<file path="config.mk">
export PLATFORM = sky130hd
export DESIGN_NAME = atrb_ctrl
export DESIGN_NICKNAME = d
export VERILOG_FILES = /design/src/rtl/core/atrb_pkg.sv /design/src/rtl/core/atrb_ctrl.sv
export SDC_FILE = /design/constraint.sdc
export NUM_CORES = 1
export LEC_CHECK = 0
export BUFFER_PORTS_ARGS = -buffer_cell sky130_fd_sc_hd__buf_2
export CAP_MARGIN = 5
export CORE_MARGIN = 2
export CORE_UTILIZATION = 53
export CTS_CLUSTER_SIZE = 24
export DETAILED_ROUTE_END_ITERATION = 10
export PLACE_DENSITY = 0.84
export SETUP_SLACK_MARGIN = 0.3
export SLEW_MARGIN = 10
export SYNTH_ARGS = -nofsm -noshare
export SYNTH_HDL_FRONTEND = slang
export SYNTH_SLANG_ARGS = --single-unit
</file>
<file path="constraint.sdc">
create_clock -name clk -period 3.6 [get_ports clk]
set_input_delay 0.72 -clock clk [delete_from_list [all_inputs] [get_ports clk]]
set_output_delay 0.72 -clock clk [all_outputs]
set_load 0.02 [all_outputs]
</file>
<file path="src/rtl/core/atrb_pkg.sv">
// ----------------------------------------------------------------------------
// atrb_pkg
// Shared types and constants of the ant tour roulette builder.
// ----------------------------------------------------------------------------
`default_nettype none
package atrb_pkg;
  localparam int unsigned MaxCitiesDefault = 32;
  localparam logic [1:0] ACT_LOAD_PHER = 2'd0;
  localparam logic [1:0] ACT_LOAD_COST = 2'd1;
  localparam logic [1:0] ACT_STEP      = 2'd2;
  localparam logic [6:0] PctMax        = 7'd99;
  localparam logic [6:0] PctScale      = 7'd100;

  // controller commands to the datapath
  typedef struct packed {
    logic capture;      // latch the fields of an accepted item
    logic load_pher;    // write pheromone entry
    logic load_cost;    // write reciprocal entry (from divider result)
    logic div_start;    // start reciprocal divider
    logic tour_start;   // begin a tour
    logic scan_clear;   // clear scan accumulators and index
    logic rd_issue;     // issue memory read for scan index
    logic sum_acc;      // accumulate weight into total
    logic sel_acc;      // roulette pass step
    logic fb_acc;       // fallback pass step
    logic commit;       // mark chosen city, update tour state
    logic emit_load;    // send load status
    logic emit_city;    // send city status
  } atrb_cmd_t;

  typedef struct packed {
    logic div_done;
    logic tour_active;
    logic scan_end;     // last index issued
    logic total_zero;
    logic found;        // pick made in current pass
  } atrb_sts_t;
endpackage
`default_nettype wire

</file>
<file path="src/rtl/core/atrb_ctrl.sv">
// ----------------------------------------------------------------------------
// atrb_ctrl
// Sequencer: loads, tour start, sum pass, roulette or fallback pass, commit.
// ----------------------------------------------------------------------------
`default_nettype none
module atrb_ctrl (
  input  wire logic                clk,
  input  wire logic                rst,
  input  wire logic                start,
  input  wire logic [1:0]          action,
  input  wire atrb_pkg::atrb_sts_t sts,
  output atrb_pkg::atrb_cmd_t      cmd,
  output logic                     busy
);
  import atrb_pkg::*;

  typedef enum logic [10:0] {
    S_IDLE  = 11'b00000000001,
    S_DIV   = 11'b00000000010,
    S_SUM   = 11'b00000000100,
    S_SDRN  = 11'b00000001000,
    S_SEL0  = 11'b00000010000,
    S_SEL   = 11'b00000100000,
    S_SELD  = 11'b00001000000,
    S_COMM  = 11'b00010000000,
    S_WAIT1 = 11'b00100000000,
    S_WAIT2 = 11'b01000000000,
    S_WAIT3 = 11'b10000000000
  } state_t;

  state_t state, state_next;
  logic   fb, fb_next;

  always_ff @(posedge clk) begin
    if (rst) begin
      state <= S_IDLE;
      fb    <= 1'b0;
    end else begin
      state <= state_next;
      fb    <= fb_next;
    end
  end

  // next state and commands
  always_comb begin
    state_next = state;
    fb_next    = fb;
    cmd        = '0;
    unique case (state)
      S_IDLE: begin
        if (start) begin
          cmd.capture = 1'b1;
          priority if (action == ACT_LOAD_PHER) begin
            state_next = S_WAIT1;
          end else if (action == ACT_LOAD_COST) begin
            cmd.div_start = 1'b1;
            state_next = S_DIV;
          end else if (action == ACT_STEP) begin
            if (!sts.tour_active) begin
              cmd.tour_start = 1'b1;
              cmd.emit_city  = 1'b1;
            end else begin
              cmd.scan_clear = 1'b1;
              cmd.sum_acc    = 1'b1;
              state_next     = S_SUM;
            end
          end else begin
            cmd.emit_load = 1'b1;
          end
        end
      end
      S_WAIT1: begin
        cmd.load_pher = 1'b1;
        cmd.emit_load = 1'b1;
        state_next = S_IDLE;
      end
      S_DIV: begin
        if (sts.div_done) begin
          cmd.load_cost = 1'b1;
          cmd.emit_load = 1'b1;
          state_next = S_IDLE;
        end
      end
      S_SUM: begin
        cmd.rd_issue = 1'b1;
        cmd.sum_acc  = 1'b1;
        if (sts.scan_end) state_next = S_SDRN;
      end
      S_SDRN: begin
        cmd.sum_acc = 1'b1;
        state_next  = S_WAIT2;
      end
      S_WAIT2: begin
        cmd.sum_acc = 1'b1;
        state_next  = S_SEL0;
      end
      S_SEL0: begin
        cmd.scan_clear = 1'b1;
        fb_next    = sts.total_zero;
        state_next = S_SEL;
      end
      S_SEL: begin
        cmd.rd_issue = 1'b1;
        cmd.sel_acc  = !fb;
        cmd.fb_acc   = fb;
        if (sts.scan_end) state_next = S_SELD;
      end
      S_SELD: begin
        cmd.sel_acc = !fb;
        cmd.fb_acc  = fb;
        state_next  = S_WAIT3;
      end
      // drain the weight of the last scanned city
      S_WAIT3: begin
        cmd.sel_acc = !fb;
        cmd.fb_acc  = fb;
        state_next  = S_COMM;
      end
      S_COMM: begin
        cmd.sel_acc   = !fb;
        cmd.fb_acc    = fb;
        state_next    = S_IDLE;
        cmd.commit    = 1'b0;
      end
      default: state_next = S_IDLE;
    endcase
    if (state == S_COMM) begin
      cmd.sel_acc = 1'b0;
      cmd.fb_acc  = 1'b0;
      cmd.commit  = 1'b1;
      cmd.emit_city = 1'b1;
    end
  end

  assign busy = (state != S_IDLE);
endmodule
`default_nettype wire

</file>
==> impl_metrics.py, run 1 <==
metrics = {
    "global_routing": {
        "global_route.usage.met1_pct": 26.96,
        "grt_util_met2_pct": 38.48,
        "grt_max_degree": 10,
        "grt_pass1_vias": 700,
        "grt_busiest_layer": "met2",
        "antenna_found_initial": 0,
        "met3_usage_pct": 4.255,
        "grtUsageTotal_pct": 22.33,
        "grt.overflow.total": 0,
        "grt_pass1_wl_um": 3098,
    },
    "timing": {
        "hold_violations": 0,
        "min_period_over_period_pct": 84.25,
        "slew_viol_final": 0,
        "max_freq_mhz": 329.7,
        "finalCriticalPeriod_ns": 3.033,
        "setup_tns_ns": 0,
        "rsz0062_at_grt": "false",
        "skew_ns": 0.001308,
        "worstMarginPinSlew_ns": 0.7439,
        "maxSlewHeadroom_pct": 49.95,
        "hold_slack_ns": 0.5383,
        "setup_viol": 0,
    },
    "job": {
        "maxCapViolations": 0,
    },
    "power": {
        "powerDensity_nw_per_um2": 548.8,
        "peakVddDrop_v": 0.0003183,
        "p_leak_nw": 0.4139,
    },
    "clock_network": {
        "post_cts_buffers": 0,
        "clkSinkCount": 12,
        "cts_tree": "yes",
        "h-tree-depth": 1,
        "clk_pin_slew_ns": 0.07,
        "ctsResizeCount": 0,
        "insertion_delay_ns": 0.27,
        "hold_buffers": 0,
        "root_buffer": "clkbuf_4",
        "clock_path_buffers": 2,
        "cts-buffers-inserted": 3,
    },
    "setup_path": {
        "reg2regPathDepth": 5,
        "path_depth": 5,
        "path_delay_family": "simple AND/OR/NAND/NOR gates",
        "crit_path_start_kind": "flip-flop",
        "worstPathArrival_ns": 2.31,
        "slowest_delay_ns": 0.69,
        "worstSetupPathType": "flip-flop to output port",
        "worstPathCellList": "nor4_1 -> nand2_1 -> nor4b_1 -> a311o_1 -> buf_2",
        "required_ns": 2.88,
        "crit_path_end_kind": "output port",
        "path_buf_inv": 1,
        "cp_slowest_cell": "nor4_1",
        "cp_max_fo": 8,
    },
    "logic_synthesis": {
        "synth_warnings": 0,
        "synth_cell_types": 41,
        "synth-edff-count": 0,
        "synth_flop_cell": "dfxtp_1",
        "synthCells": 93,
        "synth_area_um2": 803.3,
        "synth-seq-cells": 12,
        "ys_seq_area_share_pct": 29.91,
        "syn_area_per_cell_um2": 8.637,
        "syn_nets": 103,
        "async_flop_share_pct": 0,
    },
    "route": {
        "drt_wl_total_um": 1820,
        "detail_route.wl_per_cell_um": 13.89,
        "drc": 0,
        "drtPass1Iterations": 4,
        "drt_iter0_drc": 23,
        "vias_per_cell": 6.046,
        "ant_nets": 0,
        "vias": 792,
    },
    "floorplan": {
        "die_area_um2": 1843,
        "start_util_pct": 55.25,
        "coreArea_um2": 1454,
        "ios": 24,
        "rows": 14,
        "die_h_um": 42.93,
        "die_x_um": 42.93,
    },
    "outcome": {
        "status": "complete, no violations",
    },
    "finish": {
        "syn2layout_area_growth_pct": 17.13,
        "multi_input_area_um2": 511.7,
        "fill_cells": 131,
        "fin_util_pct": 64.72,
        "final_common_cell": "buf_2",
        "final_nets": 126,
        "drive_gt1_share_pct": 31.30,
        "seq_area_um2": 240.2,
        "n_antenna_cell": 0,
        "final_cell_mix": "buf_2, dfxtp_1, nor2_1",
    },
    "placed_design": {
        "dp.final_hpwl_um": 1457,
        "port_buffers": 22,
        "routabilityCongestion": 0.7626,
    },
    "hold_path": {
        "hp-class": "flip-flop to flip-flop",
        "hold_depth": 2,
    },
}
where the power goes:
group	internal [mW]	switching, mW	leakage (nW)
clock network	0.0615	0.0453	0.0210
registers	0.145	0.0240	0.0972
logic	0.0963	0.145	0.296
routing by layer:
metal	vias up	routed length [um]
li1	393	-
met1	363	770
met2	32	900
met3	4	123
met4	0	25
met5	-	0
cell families after synthesis:
family | share of synthesized area [%]
XOR/XNOR | 3.272
AND/OR/NAND/NOR | 44.71
AO/OA/AOI/OAI | 13.24
buffers and inverters | 6.385
multiplexers | 2.492
flip-flops | 29.91
state kept, by name (all words and copies together), names as in the netlist:
register / flops
fb: 1
state: 11
path summary, 6_finish.rpt:
kind | slack (ns) | start | to
worst max register to register | 1.47 | state[0] | state[0]
worst min register to register | 0.54 | state[10] | state[7]
worst max-delay path | 0.57 | state[0] | cmd[1]
worst min-delay path | 0.54 | state[10] | state[7]
cell usage after synthesis (all sizes together) (2+ instances only):
library cell  instances  area, um^2
a21oi                 2       10.01
buf                   3       23.77
dfxtp                12       240.2
inv                   6       22.52
mux2i                 2       20.02
nand2                 7       26.28
nand3                 2       10.01
nand4                 2       18.77
nor2                 11       43.80
nor2b                 2       12.51
nor3                  6       30.03
nor3b                 3       22.52
nor4                  6       43.79
nor4b                 5       80.08
nor4bb                2       20.02
o21ai                 3       15.01
or3                   2       12.51
xnor2                 2       17.52
worst reg2reg max path, delay by kind of cell (launching register included):
| kind | cells | cell delay, ns |
|---|---|---|
| compound gates | 4 | 0.94 |
| flops | 1 | 0.39 |
| simple gates | 1 | 0.69 |
per-stage QoR:
stage / power, mW / area, um^2 / worst slack [ns] / instances
floorplan: 0.3593 / 803.3 / 0.6850 / 93
global placement: 0.4011 / 904.6 / 0.9204 / 127
detailed placement: 0.4095 / 904.6 / 0.9143 / 127
CTS: 0.5169 / 940.9 / 0.6088 / 131
global route: 0.5466 / 940.9 / 0.3208 / 131
finish: 0.5164 / 940.9 / 0.5670 / 131
final cells by class:
cell class / instances / share of cell area (%)
Timing Repair Buffer: 22 / 11.70
Clock buffer: 4 / 3.856
Inverter: 6 / 2.394
Sequential cell: 12 / 25.53
Multi-Input combinational cell: 71 / 54.39
Tap cell: 16 / 2.128
Note: power is estimated with default switching activity, not from simulation.
==> run 2, diff against run 1 <==
--- a/config.mk
+++ b/config.mk
@@ -8,10 +8,10 @@
 export BUFFER_PORTS_ARGS = -buffer_cell sky130_fd_sc_hd__buf_2
 export CAP_MARGIN = 5
 export CORE_MARGIN = 2
-export CORE_UTILIZATION = 53
+export CORE_UTILIZATION = 49
 export CTS_CLUSTER_SIZE = 24
 export DETAILED_ROUTE_END_ITERATION = 10
-export PLACE_DENSITY = 0.84
+export PLACE_DENSITY = 0.78
 export SETUP_SLACK_MARGIN = 0.3
 export SLEW_MARGIN = 10
 export SYNTH_ARGS = -nofsm -noshare
==> constraint.sdc (replaced) <==
create_clock -name clk -period 2.85 [get_ports clk]
set_input_delay 0.57 -clock clk [delete_from_list [all_inputs] [get_ports clk]]
set_output_delay 0.57 -clock clk [all_outputs]
set_load 0.02 [all_outputs]
==> impl_metrics.py, run 2 (synthesized netlist as in run 1, its figures left out) <==
metrics = {
    "outcome": {
        "status": "complete, no violations",
    },
    "floorplan": {
        "die_area_um2": 1979,
        "die_h_um": 44.49,
        "start_util_pct": 52.71,
        "ios": 24,
        "rows": 14,
        "coreArea_um2": 1524,
        "die_x_um": 44.49,
    },
    "setup_path": {
        "crit_path_end_kind": "output port",
        "crit_path_start_kind": "flip-flop",
        "worstSetupPathType": "flip-flop to output port",
        "required_ns": 2.28,
        "cp_max_fo": 7,
        "worstPathArrival_ns": 1.86,
    },
    "timing": {
        "worstMarginPinSlew_ns": 0.4374,
        "setup_viol": 0,
        "min_period_over_period_pct": 85.28,
        "rsz0062_at_grt": "false",
        "finalCriticalPeriod_ns": 2.430,
        "hold_violations": 0,
        "hold_slack_ns": 0.5114,
        "slew_viol_final": 0,
        "skew_ns": 0.004107,
        "setup_tns_ns": 0,
        "max_freq_mhz": 411.5,
        "maxSlewHeadroom_pct": 70.80,
    },
    "clock_network": {
        "root_buffer": "clkbuf_4",
        "hold_buffers": 0,
        "h-tree-depth": 1,
        "cts_tree": "yes",
        "insertion_delay_ns": 0.27,
        "clk_pin_slew_ns": 0.07,
        "clock_path_buffers": 2,
        "clkSinkCount": 12,
        "cts-buffers-inserted": 3,
    },
    "power": {
        "peakVddDrop_v": 0.0004769,
        "p_leak_nw": 0.4624,
        "powerDensity_nw_per_um2": 677.6,
        "total_power_mw": 0.7028,
    },
    "global_routing": {
        "grt_pass1_vias": 781,
        "antenna_found_initial": 0,
        "grt.overflow.total": 0,
        "grt_max_degree": 10,
        "grt_pass1_wl_um": 3298,
        "grtUsageTotal_pct": 22.66,
    },
    "route": {
        "vias": 825,
        "drt_iter0_drc": 4,
        "drc": 0,
        "ant_nets": 0,
        "drtPass1Iterations": 4,
        "drt_wl_total_um": 1894,
        "detail_route.wl_per_cell_um": 13.93,
        "vias_per_cell": 6.066,
    },
    "placed_design": {
        "port_buffers": 22,
        "dp.final_hpwl_um": 1456,
        "routabilityCongestion": 0.8386,
    },
    "finish": {
        "syn2layout_area_growth_pct": 29.13,
        "drive_gt1_share_pct": 40.00,
        "final_nets": 132,
        "largest_register_ff_count": 11,
        "seq_area_um2": 242.7,
        "final_cell_mix": "buf_2, nor2_1, dfxtp_1",
        "fin_util_pct": 68.06,
        "fill_cells": 131,
        "multi_input_area_um2": 571.8,
        "top_register": "state",
        "reg_top3": "state (11), fb (1)",
        "final_common_cell": "buf_2",
        "n_antenna_cell": 0,
    },
    "job": {
        "maxCapViolations": 0,
    },
    "hold_path": {
        "hp-class": "input pin to flip-flop",
    },
}
run 2: changes by cell type in the layout (fill, tap and decap cells not counted), moves of 2 or more:
cell     before  now
nor4b_2       1    3
nor4b_1       2    0
dfxtp_1      12   10
buf_4         0    7
dfxtp_2       0    2
run 2: final timing paths:
check / from / end / slack (ns) / cells past startpoint
worst max register to register: state[6] / state[9] / 0.86 / 5
worst max-delay path: state[7] / cmd[0] / 0.42 / 7
worst min register to register: fb / fb / 0.54 / 2
worst min-delay path: rst / state[5] / 0.51 / 2
run 2: final cells by class:
cell class                      count  area share (%)
Sequential cell                    12           23.40
Timing Repair Buffer               28           15.20
Tap cell                           16           1.930
Inverter                            6           2.171
Multi-Input combinational cell     71           55.13
Clock buffer                        3           2.171
run 2: layer usage:
| metal | share of wire, % | vias to the layer above | GRT usage (%) |
|---|---|---|---|
| met2 | 48 | 35 | 35.65 |
| met4 | 2.3 | 0 | 14.55 |
| met1 | 44 | 374 | 28.82 |
| li1 | - | 408 | - |
| met5 | 0 | - | 0 |
| met3 | 5.4 | 8 | 2.857 |
run 2: critical path: stages (launching register included):
cell	delay, ns
dfxtp_2	0.37
nor4_4	0.26
buf_4	0.17
nand4_4	0.12
nor2_4	0.18
nor4b_4	0.23
or2_1	0.13
buf_4	0.13
run 2: what timing repair did:
item / 4_1_cts / 5_1_grt
pin swaps: 1 / 2
setup endpoints to repair: 3 / 5
buffers inserted: 1 / 4
gates resized for setup: 0 / 7
gates cloned: 0 / 0
run 2: stage by stage:
step           setup WS, ns  std cells  instance area, um^2
2_1_floorplan        0.3626         93                843.3
3_3_place_gp         0.5552        128                952.2
3_5_place_dp         0.5174        128                952.2
4_1_cts              0.3067        132                982.2
5_1_grt              0.2995        136                 1037
6_report             0.4196        136                 1037
run 2: power breakdown:
group          internal (mW)  switching [mW]
Clock                 0.0488          0.0536
Combinational          0.184           0.203
Sequential             0.183          0.0308
Total                  0.415           0.288
==> run 3, diff against run 2 <==
--- a/config.mk
+++ b/config.mk
@@ -5,13 +5,15 @@
 export SDC_FILE = /design/constraint.sdc
 export NUM_CORES = 1
 export LEC_CHECK = 0
+export ABC_CLOCK_PERIOD_IN_PS = 2850
 export BUFFER_PORTS_ARGS = -buffer_cell sky130_fd_sc_hd__buf_2
 export CAP_MARGIN = 5
 export CORE_MARGIN = 2
 export CORE_UTILIZATION = 49
 export CTS_CLUSTER_SIZE = 24
 export DETAILED_ROUTE_END_ITERATION = 10
-export PLACE_DENSITY = 0.78
+export PLACE_DENSITY = 0.86
+export RECOVER_POWER = 25
 export SETUP_SLACK_MARGIN = 0.3
 export SLEW_MARGIN = 10
 export SYNTH_ARGS = -nofsm -noshare
==> impl_metrics.py, run 3 (synthesized netlist as in run 1, its figures left out) <==
metrics = {
    "floorplan": {
        "die_h_um": 44.49,
        "rows": 14,
        "start_util_pct": 52.71,
        "die_area_um2": 1979,
        "die_x_um": 44.49,
        "ios": 24,
        "coreArea_um2": 1524,
    },
    "global_routing": {
        "grt.overflow.total": 0,
        "grt_max_degree": 10,
        "grt_pass1_vias": 697,
        "grtUsageTotal_pct": 21.99,
        "antenna_found_initial": 0,
        "grt_pass1_wl_um": 3180,
    },
    "finish": {
        "final_cell_mix": "buf_2, nor2_1, dfxtp_1",
        "fin_util_pct": 67.82,
        "top_register": "state",
        "syn2layout_area_growth_pct": 28.66,
        "n_antenna_cell": 0,
        "drive_gt1_share_pct": 39.67,
        "final_common_cell": "buf_2",
        "reg_top3": "state (11), fb (1)",
        "final_nets": 133,
        "final_design_area_no_fill_um2": 1033,
        "largest_register_ff_count": 11,
    },
    "route": {
        "drc": 0,
        "vias_per_cell": 6.088,
        "vias": 834,
        "drtPass1Iterations": 4,
        "wl_met2_um": 1053,
        "drt_wl_total_um": 2055,
        "drt_iter0_drc": 16,
        "drt-met1-wl_um": 872,
        "routed.top_layer": "met4",
        "route.met3.wl_um": 103,
        "detail_route.wl_per_cell_um": 15.00,
        "ant_nets": 0,
    },
    "setup_path": {
        "worstSetupPathType": "flip-flop to output port",
        "slowest_delay_ns": 0.37,
        "required_ns": 2.28,
        "worstPathCellList": "nor4_4 -> clkbuf_1 -> buf_4 -> nand3_1 -> nor3_1 -> a311o_1 -> buf_2",
        "crit_path_end_kind": "output port",
        "cp_max_fo": 7,
        "cp_slowest_cell": "dfxtp_2",
        "worstPathArrival_ns": 2.03,
        "crit_path_start_kind": "flip-flop",
    },
    "timing": {
        "hold_violations": 0,
        "min_period_over_period_pct": 91.40,
        "worstMarginPinSlew_ns": 0.5205,
        "maxSlewHeadroom_pct": 65.30,
        "setup_tns_ns": 0,
        "setup_viol": 0,
        "rsz0062_at_grt": "true",
        "finalCriticalPeriod_ns": 2.605,
        "max_freq_mhz": 383.9,
        "slew_viol_final": 0,
        "skew_ns": 0.001455,
        "hold_slack_ns": 0.5016,
    },
    "placed_design": {
        "routabilityCongestion": 0.8968,
        "placed_area_um2": 952.2,
        "dp.final_hpwl_um": 1527,
        "port_buffers": 22,
    },
    "clock_network": {
        "clkSinkCount": 12,
        "h-tree-depth": 1,
        "insertion_delay_ns": 0.27,
        "clock_path_buffers": 2,
        "root_buffer": "clkbuf_4",
        "clk_pin_slew_ns": 0.07,
        "hold_buffers": 0,
        "cts-buffers-inserted": 3,
        "cts_tree": "yes",
    },
    "power": {
        "p_clk_share_pct": 15.2,
        "pwr-share-seq_pct": 30.9,
        "p_int_mw": 0.4077,
        "p_leak_nw": 0.4582,
        "p_sw_mw": 0.2888,
        "pwr-share-comb_pct": 53.9,
        "total_power_mw": 0.6965,
        "swShare_pct": 41.46,
        "peakVddDrop_v": 0.0003569,
        "powerDensity_nw_per_um2": 673.9,
    },
    "outcome": {
        "status": "complete, no violations",
    },
    "hold_path": {
        "hp-class": "input pin to flip-flop",
    },
    "job": {
        "maxCapViolations": 0,
    },
}
## run 3: metrics by stage
step                std cells  setup slack, ns
floorplan                  93           0.3626
global placement          128           0.5492
finish                    137           0.2452
CTS                       132           0.3129
global route              137           0.1525
detailed placement        128           0.4863
## run 3: critical path, delay by kind of cell (launching register included)
family,cells,cell delay [ns]
AND/OR/NAND/NOR,3,0.65
AO/OA/AOI/OAI,1,0.15
flip-flops,1,0.37
buffers and inverters,3,0.59
## run 3: layout make-up
class | count | area (um^2)
multi-input combinational | 71 | 565.5
fill | 127 | 490.5
timing repair buffer | 29 | 157.7
inverter | 6 | 22.52
clock buffer | 3 | 22.52
sequential | 12 | 245.2
tap | 16 | 20.02
## run 3: power groups by stage
stage | combinational [mW] | clock [mW] | sequential (mW)
floorplan | 0.273 | 0 | 0.203
global placement | 0.326 | 0 | 0.215
detailed placement | 0.335 | 0 | 0.216
CTS | 0.336 | 0.109 | 0.212
global route | 0.406 | 0.117 | 0.218
finish | 0.375 | 0.106 | 0.215
## run 3: path summary, 6_finish.rpt
path | slack, ns | from | depth (start not counted) | end
max | 0.25 | state[7] | 7 | cmd[1]
min | 0.50 | rst | 2 | state[5]
max reg2reg | 0.64 | state[7] | 7 | state[3]
min reg2reg | 0.55 | state[5] | 2 | state[6]
## run 3: layer usage
metal / up-vias / track usage (%)
li1: 405 / -
met1: 400 / 28.82
met2: 27 / 34.49
met3: 2 / 2.857
met4: 0 / 12.12
met5: - / 0
## run 3: repair_timing
| item | in CTS | in global routing |
|---|---|---|
| setup buffers | 1 | 5 |
| resized for setup | 0 | 9 |
| setup endpoints to repair | 4 | 3 |
| gates cloned | 0 | 0 |
| pin swaps | 1 | 2 |
